==> config.mk <==
export PLATFORM = sky130hd
export DESIGN_NAME = v4alu_merge
export DESIGN_NICKNAME = d
export VERILOG_FILES = /design/src/design/v4alu_pkg.sv /design/src/design/v4alu_merge.sv
export SDC_FILE = /design/constraint.sdc
export NUM_CORES = 1
export LEC_CHECK = 0
export BUFFER_PORTS_ARGS = -buffer_cell sky130_fd_sc_hd__buf_2
export CAP_MARGIN = 0
export CORE_UTILIZATION = 58
export CTS_CLUSTER_DIAMETER = 100
export CTS_CLUSTER_SIZE = 25
export DETAILED_ROUTE_END_ITERATION = 10
export GPL_TIMING_DRIVEN = 1
export PLACE_DENSITY = 0.94
export SLEW_MARGIN = 20
export SYNTH_ARGS = -nofsm -noshare
export SYNTH_HDL_FRONTEND = slang
export SYNTH_SLANG_ARGS = --single-unit
==> constraint.sdc <==
create_clock -name clk -period 14 [get_ports clk]
set_input_delay 0 -clock clk [delete_from_list [all_inputs] [get_ports clk]]
set_output_delay 0 -clock clk [all_outputs]
set_load 0.1 [all_outputs]
==> src/design/v4alu_pkg.sv <==
// v4alu_pkg: shared types, operation codes and saturation helper for the
// four-component vector arithmetic unit. No dependencies.
package v4alu_pkg;

	localparam int V4_DW    = 32;
	localparam int V4_FRAC  = 16;
	localparam int V4_LANES = 4;
	localparam int V4_CMD_W = 4;
	localparam int V4_WIDE  = 2 * V4_DW + 2;

	localparam logic [V4_CMD_W-1:0] CMD_ADD   = 4'd0;
	localparam logic [V4_CMD_W-1:0] CMD_SUB   = 4'd1;
	localparam logic [V4_CMD_W-1:0] CMD_NEG   = 4'd2;
	localparam logic [V4_CMD_W-1:0] CMD_SCALE = 4'd3;
	localparam logic [V4_CMD_W-1:0] CMD_DIV   = 4'd4;
	localparam logic [V4_CMD_W-1:0] CMD_DOT   = 4'd5;
	localparam logic [V4_CMD_W-1:0] CMD_SQMAG = 4'd6;
	localparam logic [V4_CMD_W-1:0] CMD_MAG   = 4'd7;
	localparam logic [V4_CMD_W-1:0] CMD_NORM  = 4'd8;

	localparam logic signed [V4_WIDE-1:0] V4_MAXW =
		{{(V4_WIDE-V4_DW+1){1'b0}}, {(V4_DW-1){1'b1}}};
	localparam logic signed [V4_WIDE-1:0] V4_MINW =
		{{(V4_WIDE-V4_DW+1){1'b1}}, {(V4_DW-1){1'b0}}};

	typedef logic signed [V4_DW-1:0] word_t;

	typedef struct packed {
		logic [V4_CMD_W-1:0] cmd;
		word_t a_x;
		word_t a_y;
		word_t a_z;
		word_t a_w;
		word_t b_x;
		word_t b_y;
		word_t b_z;
		word_t b_w;
		word_t scale_value;
	} req_t;

	typedef struct packed {
		word_t r_x;
		word_t r_y;
		word_t r_z;
		word_t r_w;
		logic  zero_divide;
		logic  saturated;
	} rsp_t;

	typedef struct packed {
		word_t val;
		logic  sat;
	} sat_word_t;

	typedef struct packed {
		logic [V4_CMD_W-1:0]             cmd;
		logic [V4_LANES-1:0]             aneg;
		logic [V4_LANES-1:0][V4_DW-1:0]  amag;
		logic                            sneg;
		logic [V4_DW-1:0]                smag;
	} hdr_t;

	typedef struct packed {
		hdr_t                        hdr;
		sat_word_t [V4_LANES-1:0]    vec;
		sat_word_t                   dot;
	} side_t;

	function automatic sat_word_t sat_clamp(input logic signed [V4_WIDE-1:0] v);
		sat_word_t r;
		if (v > V4_MAXW) begin
			r.val = V4_MAXW[V4_DW-1:0];
			r.sat = 1'b1;
		end else if (v < V4_MINW) begin
			r.val = V4_MINW[V4_DW-1:0];
			r.sat = 1'b1;
		end else begin
			r.val = v[V4_DW-1:0];
			r.sat = 1'b0;
		end
		return r;
	endfunction

endpackage

==> src/design/v4alu_merge.sv <==
// v4alu_merge: combines the lane products into the dot product and the
// sum of squares. Depends on v4alu_pkg.
module v4alu_merge import v4alu_pkg::*; #(
	parameter int FRAC_BITS = V4_FRAC
) (
	input  logic                        clk,
	input  logic                        en,
	input  logic signed [2*V4_DW-1:0]   prod [V4_LANES],
	output sat_word_t                   dot_s3,
	output logic [2*V4_DW:0]            sqsum_s3
);

	logic signed [V4_WIDE-1:0] dsum;
	logic [2*V4_DW:0]          qsum;

	always_comb begin
		dsum = '0;
		qsum = '0;
		for (int i = 0; i < V4_LANES; i++) begin
			dsum = dsum + V4_WIDE'(prod[i] >>> FRAC_BITS);
			qsum = qsum + {1'b0, prod[i]};
		end
	end

	always_ff @(posedge clk) begin
		if (en) begin
			dot_s3   <= sat_clamp(dsum);
			sqsum_s3 <= qsum;
		end
	end

endmodule

==> metrics.cfg <==
[clock_network]
cts_tree=yes
numCtsBuffers=9
clk_pin_slew_ns=0.07
cts.path.max_buffers=2
cts.sinks=98
cts_setup_buffers=0
root_buffer=clkbuf_16
cts.htree.levels=3

[worst_setup_path]
crit_arrival_ns=5.12
cp_slowest_cell=o41ai_1
timing.critical_path.buf_inv=4
startpoint=prod[22]
cp_top_family=compound AO/OA/AOI/OAI gates
max_stage_delay_ns=0.67
crit_path_cell_trace=buf_2 -> inv_1 -> fa_1 -> fa_1 -> inv_1 -> ha_1 -> a21oi_1 -> o21a_1 -> a21oi_1 -> o41ai_1 -> or4b_1 -> o21ai_0 -> nand2b_1 -> or4b_4 -> o41ai_4 -> buf_4 -> o21ai_1
crit_type=input port to register
cp-end-kind=register
cp.required_ns=14.07
start_kind=input port
cp_max_fo=32

[cells_and_area]
layout.nets=2093
layout.cells.non_filler=1911
final_cell_mix=buf_2 (354), inv_1 (247), fa_1 (130)
nFillCells=1549
area_growth_pct=17.4
mostFrequentLayoutCell=buf_2
drive_above_1_share_pct=25.1
antenna_cells=0

[timing]
setup_tns_ns=0
setup_viol_count_final=0
slew_viol_final=0
relSlewSlack_pct=24.0
finalCriticalPeriod_ns=5.05
hold_viol=0
rsz0062_at_grt=false
post-route-period-util_pct=36.1
fmax_ghz=0.198
final.setup.worst_slack_ns=8.95
worst_pin_slew_ns=1.13

[logic_synthesis]
synth.avg_cell_area_um2=9.26
netlist_top_cells_area=edfxtp_1 (24%), fa_1 (21%), inv_1 (7.6%)
synth_top_area_share_pct=24.1
synthCells=1319
synthFlopType=edfxtp_1
ys_ff_latch=98
async_reset_ff_share_pct=0
synth_cell_types=81
yosysWarnings=0
synthesis.area_mm2=0.0122
ys_seq_area_share_pct=24.1
synth_edf_count=98
synth_top_cell_by_area=edfxtp_1
syn_nets=1775

[placed_design]
dp_hpwl_um=31800
gp_congestion=1.03
place_inst=1895
place_ws_ns=8.58
io_buffers=355

[drt]
drc=0
num_vias=11400
ant_nets=0
drt_iter0_markers=1050
drt_wl_total_um=38000
avgViaCountPerCell=5.96
firstDrtPassIters=6
wl_per_cell_um=19.9

[global_routing]
grt_pass1_vias=11200
grt_pass1_wl_um=58900
grt_start_max_net_pins=72
grt_usage_pct=35.3
antenna_found_initial=1
overflow=0

[floorplan]
die_h_um=147
die-area_mm2=0.0216
initial_core_util_pct=59.8
rows=52
core_mm2=0.0204
ios=356
die_x_um=147

[job]
maxCapViolCount=0

[worst_hold_path]
hold_class=input port to register
min-delay-start=en
min_path_cells=1
hold_path_end=sqsum_s3[39]$_DFFE_PP_

[power]
vdd_ir_drop_max_v=0.000146
power_density_mw_per_mm2=247
p_leak_nw=6.81

[outcome]
status=finished clean

## power breakdown
group / leakage (nW) / switching [mW] / internal (mW)
combinational: 5.69 / 2.04 / 0.640
sequential: 0.965 / 0.0529 / 0.532
clock: 0.150 / 0.119 / 0.157
## cell families (layout without fill, tap and decap cells)
| family | after synthesis | count (layout) | share of synthesized area [%] |
|---|---|---|---|
| xor+xnor | 97 | 97 | 6.95 |
| mux | 1 | 1 | 0.0819 |
| fa+ha+maj | 198 | 198 | 28.3 |
| buf+inv | 299 | 621 | 10.4 |
| compound gates | 336 | 336 | 17.9 |
| flops | 98 | 98 | 24.1 |
| simple gates | 290 | 290 | 12.4 |
## layout make-up
class	instances	area [um^2]	share of cell area, %
Clock buffer	9	225	1.57
Clock inverter	6	88.8	0.619
Inverter	247	927	6.46
Multi-Input combinational cell	922	8010	55.8
Sequential cell	98	2940	20.5
Tap cell	270	338	2.36
Timing Repair Buffer	359	1810	12.6
## registers in the layout (all words and copies together) (netlist names)
signal	cells
sqsum_s3	65
dot_s3	33
## cell usage after synthesis (5+ instances only)
master,n
o21ai_2,8
inv_1,247
o31ai_1,6
o21ai_1,28
nand4_1,32
and4_1,15
a21oi_1,93
nor2_1,54
nor3_1,14
clkbuf_1,9
buf_2,28
xnor2_1,55
or3_1,5
nor4_1,8
ha_1,68
nand2b_1,6
o211ai_1,5
buf_6,11
nand3_1,21
o21a_1,19
and3_1,6
edfxtp_1,98
a31oi_1,10
nor2b_1,6
a21o_1,24
fa_1,130
a21oi_2,5
and2_1,6
a21boi_0,6
o21bai_1,11
nand2_1,91
o21ai_0,71
xor2_1,42
## per-stage QoR
step	hold slack, ns	total power, mW	instance area, um^2	util, %
after floorplan	0.112	2.66	12200	-
after global placement	0.314	3.18	14000	68.6
after detailed placement	0.320	3.21	14000	68.6
after CTS	0.108	3.49	14300	70.2
after global routing	0.112	3.69	14300	70.2
final	0.105	3.54	14300	70.2
## layer usage
layer / vias to the layer above / track usage [%] / wire, um
met1: 5441 / 45.2 / 14600
met4: 2 / 10.5 / 1190
li1: 5133 / - / -
met5: - / 0 / 12
met2: 716 / 61.1 / 18600
met3: 102 / 6.02 / 3600
## what timing repair did
action                                  4_1_cts  5_1_grt
hold buffers                                  1        0
hold endpoints to repair                      1        0
resized for setup                             0        0
endpoints found under the setup margin        0        0
## worst max path at each step
stage                               endpoint  cells after the start
finish              dot_s3[29]$_SDFFCE_PN1P_                     17
global route        dot_s3[21]$_SDFFCE_PN1P_                     18
CTS                 dot_s3[29]$_SDFFCE_PN1P_                     16
detailed placement  dot_s3[29]$_SDFFCE_PN1P_                     16
global placement     dot_s3[3]$_SDFFCE_PN1P_                     16
floorplan           dot_s3[13]$_SDFFCE_PN1P_                     19
Power figures use the tool's default switching activity.
