[config.mk]
export PLATFORM = sky130hd
export DESIGN_NAME = v4alu_lane
export DESIGN_NICKNAME = d
export VERILOG_FILES = /design/src/design/v4alu_pkg.sv /design/src/design/v4alu_lane.sv
export SDC_FILE = /design/constraint.sdc
export NUM_CORES = 2
export LEC_CHECK = 0
export BUFFER_PORTS_ARGS = -buffer_cell sky130_fd_sc_hd__buf_4
export CORE_AREA = 2 2 287 289
export CTS_BUF_LIST = sky130_fd_sc_hd__clkbuf_8
export CTS_CLUSTER_DIAMETER = 120
export DETAILED_ROUTE_END_ITERATION = 10
export DIE_AREA = 0 0 289 291
export PLACE_DENSITY = 0.81
export SLEW_MARGIN = 0
export SYNTH_ARGS = -nofsm -noshare
export SYNTH_HDL_FRONTEND = slang
export SYNTH_SLANG_ARGS = --single-unit
export TNS_END_PERCENT = 10
[constraint.sdc]
create_clock -name clk -period 24.6 [get_ports clk]
set_input_delay 4.92 -clock clk [delete_from_list [all_inputs] [get_ports clk]]
set_output_delay 4.92 -clock clk [all_outputs]
set_load 0.02 [all_outputs]
[src/design/v4alu_pkg.sv]
// v4alu_pkg: shared types, operation codes and saturation helper for the
// four-component vector arithmetic unit. No dependencies.
package v4alu_pkg;

	localparam int V4_DW    = 32;
	localparam int V4_FRAC  = 16;
	localparam int V4_LANES = 4;
	localparam int V4_CMD_W = 4;
	localparam int V4_WIDE  = 2 * V4_DW + 2;

	localparam logic [V4_CMD_W-1:0] CMD_ADD   = 4'd0;
	localparam logic [V4_CMD_W-1:0] CMD_SUB   = 4'd1;
	localparam logic [V4_CMD_W-1:0] CMD_NEG   = 4'd2;
	localparam logic [V4_CMD_W-1:0] CMD_SCALE = 4'd3;
	localparam logic [V4_CMD_W-1:0] CMD_DIV   = 4'd4;
	localparam logic [V4_CMD_W-1:0] CMD_DOT   = 4'd5;
	localparam logic [V4_CMD_W-1:0] CMD_SQMAG = 4'd6;
	localparam logic [V4_CMD_W-1:0] CMD_MAG   = 4'd7;
	localparam logic [V4_CMD_W-1:0] CMD_NORM  = 4'd8;

	localparam logic signed [V4_WIDE-1:0] V4_MAXW =
		{{(V4_WIDE-V4_DW+1){1'b0}}, {(V4_DW-1){1'b1}}};
	localparam logic signed [V4_WIDE-1:0] V4_MINW =
		{{(V4_WIDE-V4_DW+1){1'b1}}, {(V4_DW-1){1'b0}}};

	typedef logic signed [V4_DW-1:0] word_t;

	typedef struct packed {
		logic [V4_CMD_W-1:0] cmd;
		word_t a_x;
		word_t a_y;
		word_t a_z;
		word_t a_w;
		word_t b_x;
		word_t b_y;
		word_t b_z;
		word_t b_w;
		word_t scale_value;
	} req_t;

	typedef struct packed {
		word_t r_x;
		word_t r_y;
		word_t r_z;
		word_t r_w;
		logic  zero_divide;
		logic  saturated;
	} rsp_t;

	typedef struct packed {
		word_t val;
		logic  sat;
	} sat_word_t;

	typedef struct packed {
		logic [V4_CMD_W-1:0]             cmd;
		logic [V4_LANES-1:0]             aneg;
		logic [V4_LANES-1:0][V4_DW-1:0]  amag;
		logic                            sneg;
		logic [V4_DW-1:0]                smag;
	} hdr_t;

	typedef struct packed {
		hdr_t                        hdr;
		sat_word_t [V4_LANES-1:0]    vec;
		sat_word_t                   dot;
	} side_t;

	function automatic sat_word_t sat_clamp(input logic signed [V4_WIDE-1:0] v);
		sat_word_t r;
		if (v > V4_MAXW) begin
			r.val = V4_MAXW[V4_DW-1:0];
			r.sat = 1'b1;
		end else if (v < V4_MINW) begin
			r.val = V4_MINW[V4_DW-1:0];
			r.sat = 1'b1;
		end else begin
			r.val = v[V4_DW-1:0];
			r.sat = 1'b0;
		end
		return r;
	endfunction

endpackage

[src/design/v4alu_lane.sv]
// v4alu_lane: one component lane, multiplier plus add/sub/negate and scale
// with saturation. Depends on v4alu_pkg.
module v4alu_lane import v4alu_pkg::*; #(
	parameter int FRAC_BITS = V4_FRAC
) (
	input  logic                        clk,
	input  logic                        en,
	input  logic [V4_CMD_W-1:0]         cmd,
	input  word_t                       a,
	input  word_t                       b,
	input  word_t                       s,
	output logic signed [2*V4_DW-1:0]   prod_s2,
	output sat_word_t                   res_s3
);

	word_t                        m;
	logic signed [V4_WIDE-1:0]    lin;
	logic [V4_CMD_W-1:0]          cmd_s2;
	sat_word_t                    lin_s2;
	logic signed [2*V4_DW-1:0]    shifted;

	always_comb begin
		case (cmd)
			CMD_SCALE: m = s;
			CMD_DOT:   m = b;
			default:   m = a;
		endcase
		case (cmd)
			CMD_ADD: lin = V4_WIDE'(a) + V4_WIDE'(b);
			CMD_SUB: lin = V4_WIDE'(a) - V4_WIDE'(b);
			CMD_NEG: lin = -V4_WIDE'(a);
			default: lin = '0;
		endcase
	end

	always_ff @(posedge clk) begin
		if (en) begin
			prod_s2 <= a * m;
			cmd_s2  <= cmd;
			lin_s2  <= sat_clamp(lin);
		end
	end

	assign shifted = prod_s2 >>> FRAC_BITS;

	always_ff @(posedge clk) begin
		if (en) begin
			res_s3 <= (cmd_s2 == CMD_SCALE) ? sat_clamp(V4_WIDE'(shifted)) : lin_s2;
		end
	end

endmodule

==> results_dict.tcl <==
set metrics [dict create \
    tightest_slew_ns 1.40 \
    dieArea_um2 84100 \
    post-route-min-period_ns 15.62 \
    fillers 6805 \
    syn_inst 5176 \
    row_count 105 \
    worstSetupPathType "in -> reg" \
    cts_root_buf "clkbuf_8" \
    viasPerCell 5.96 \
    num_antenna_cells 0 \
    yosysSeqAreaShare 0.0862 \
    dp_hpwl_mm 112 \
    r2r-start "prod_s2[51]" \
    final_antenna_net_count 0 \
    synthesis.area_um2 46700 \
    ys_ff_latch 134 \
    synth-async-reset-ratio 0 \
    final_nets 6561 \
    max_stage_delay_ns 0.78 \
    maxCapViolCount 0 \
    start_util 0.575 \
    grt_pass1_vias 39600 \
    die_w_um 289 \
    clockBufferDepth 2 \
    wl_per_cell_um 23.2 \
    syn_nets 6613 \
    grt_pass1_wl_mm 225 \
    drc_errors 0 \
    synth_ff_type "edfxtp_1" \
    slew_headroom 0.0438 \
    antenna_found_initial 2 \
    drive_above_1_share 0.0605 \
    post_cts_buffers 0 \
    status "finished clean" \
    clock-sinks 134 \
    cts_tree "done" \
    startpoint_type "input port" \
    first_pass_iters 6 \
    first_iter_violations 3656 \
    port_buffers 198 \
    cp_common_cell "fa_1" \
    drv_slew 0 \
    post_synth_num_cell_types 78 \
    hp-start "lin_s2[17]" \
    setup_tns_ns 0 \
    max_freq_ghz 0.0640 \
    rsz0062_at_grt "no" \
    cp_max_fo 34 \
    setup_viol 0 \
    io_pins 199 \
    die_h_um 291 \
    grt.overflow.total 0 \
    skew_ns 0.0198 \
    syn_avg_cell_area_um2 9.02 \
    synthToLayoutAreaGrowth_pct 5.10 \
    ys_warn_count 0 \
    drt_wl_total_mm 144 \
    hold_viol 0 \
    grt_max_degree 76 \
    crit_path_end_kind "flip-flop" \
    grt.total_usage 0.355 \
    critPathRequiredTime_ns 24.87 \
    synth_edf_count 134 \
    htree_levels 4 \
    fin_crit_sh 0.635 \
    path_clk_slew_ns 0.10 \
    critPathArrivalTime_ns 15.89 \
    hold_class "reg -> reg" \
    cts_hold_buf 0 \
    worst_skew_pair.late_latency_ns 0.52 \
    cts_resized 0 \
    route.vias.total 37000 \
    cts_made_buffers 17 \
    coreArea_um2 81200 \
    critical-path-slowest-cell "o41ai_1" \
    cp-startpoint "cmd[0]" \
    gp_congestion 0.997 \
]
-- critical path: cells and delay by family --
family          cells  cell delay, ns
simple gates        8            2.79
compound gates      7            2.49
fa+ha+maj           9            4.48
buf+inv             8            1.13
-- synth_stat cells, types with 13 or more instances --
| master | instances | share of area |
|---|---|---|
| clkbuf_1 | 289 | 0.023 |
| nor3_1 | 24 | 0.0026 |
| a21o_1 | 42 | 0.0068 |
| and3_1 | 13 | 0.0017 |
| xor2_1 | 32 | 0.0060 |
| a22oi_1 | 49 | 0.0079 |
| or2_2 | 18 | 0.0024 |
| xnor2_1 | 79 | 0.015 |
| edfxtp_1 | 134 | 0.086 |
| o21bai_1 | 24 | 0.0039 |
| a31oi_1 | 17 | 0.0023 |
| nor2b_1 | 21 | 0.0028 |
| a21oi_1 | 205 | 0.022 |
| nand2b_1 | 16 | 0.0021 |
| and2_1 | 462 | 0.062 |
| inv_1 | 1155 | 0.093 |
| nand4_1 | 20 | 0.0027 |
| o21ai_0 | 101 | 0.011 |
| nor4_1 | 22 | 0.0029 |
| o21ai_1 | 31 | 0.0033 |
| o22ai_1 | 13 | 0.0017 |
| fa_1 | 1084 | 0.46 |
| nand3_1 | 17 | 0.0018 |
| o211ai_1 | 14 | 0.0023 |
| ha_1 | 251 | 0.067 |
| o221ai_1 | 15 | 0.0028 |
| nor2_1 | 169 | 0.014 |
| nand2_1 | 677 | 0.054 |
| buf_1 | 13 | 0.0010 |
| a211oi_1 | 18 | 0.0029 |
-- state kept, by name (all words and copies together) (netlist names) --
name	flops
prod_s2	64
res_s3	33
lin_s2	33
cmd_s2	4
-- per-layer routing --
metal / global-route usage / up-vias / routed length (um)
met5: 0 / - / 0
met4: 0.236 / 0 / 12300
met3: 0.0666 / 631 / 13700
met2: 0.571 / 2235 / 68000
met1: 0.435 / 18600 / 49800
li1: - / 15500 / -
-- area by class of cell --
cell class | instances | area [um^2] | area share
Multi-Input combinational cell | 3579 | 37200 | 0.758
Inverter | 1157 | 4340 | 0.0885
Sequential cell | 134 | 4020 | 0.0820
Timing Repair Buffer | 235 | 1770 | 0.0360
Tap cell | 1070 | 1340 | 0.0273
Clock buffer | 17 | 234 | 0.00477
Clock inverter | 15 | 181 | 0.00370
-- cell usage in the layout (no fill, tap or decap), types with 8 or more instances in the layout --
| master | count |
|---|---|
| o21ai_1 | 31 |
| nor2_1 | 168 |
| a22oi_1 | 49 |
| nand2b_1 | 16 |
| a21o_1 | 42 |
| fa_1 | 1084 |
| o21bai_1 | 24 |
| o21ai_0 | 101 |
| o22ai_1 | 13 |
| nand2_1 | 674 |
| a221o_1 | 12 |
| a211oi_1 | 18 |
| and3_1 | 13 |
| o221ai_1 | 15 |
| inv_1 | 1155 |
| a31oi_1 | 17 |
| o31ai_1 | 12 |
| xor2_1 | 32 |
| o21a_1 | 11 |
| nand4_1 | 20 |
| a21boi_0 | 8 |
| nand3_1 | 17 |
| o211ai_1 | 14 |
| or3_1 | 8 |
| ha_1 | 251 |
| nor4_1 | 22 |
| and2_1 | 462 |
| a221oi_1 | 10 |
| nor3_1 | 22 |
| edfxtp_1 | 134 |
| buf_4 | 234 |
| a21oi_1 | 205 |
| xnor2_1 | 79 |
| clkbuf_8 | 17 |
| or2_2 | 18 |
| nor2b_1 | 21 |
-- worst paths after layout --
check | to | slack (ns) | cells after the start
min | res_s3[17] | 0.53 | 2
max reg2reg | res_s3[7] | 22.62 | 5
max | prod_s2[57] | 8.98 | 32
min reg2reg | res_s3[17] | 0.53 | 2
-- cell families (layout without fill, tap and decap cells) --
group | count (synthesis) | count (layout) | share of synthesized area
compound gates | 637 | 637 | 0.0869
xor+xnor | 111 | 111 | 0.0208
fa+ha+maj | 1335 | 1335 | 0.532
buf+inv | 1463 | 1424 | 0.118
flops | 134 | 134 | 0.0862
mux | 4 | 4 | 0.000911
simple gates | 1492 | 1492 | 0.155
-- through the flow --
step / instances / util / worst slack (ns) / hold WS, ns / area (um^2)
global route: 6207 / 0.604 / 8.52 / 0.570 / 49100
detailed placement: 6175 / 0.599 / 8.71 / 0.510 / 48700
CTS: 6207 / 0.604 / 9.24 / 0.527 / 49100
global placement: 6175 / 0.599 / 8.92 / 0.499 / 48700
finish: 6207 / 0.604 / 8.98 / 0.533 / 49100
floorplan: 5176 / - / 10.43 / 0.496 / 46700
Power is not shown: default switching activity piles up to over one toggle a cycle in this logic, so the estimate is an artifact.
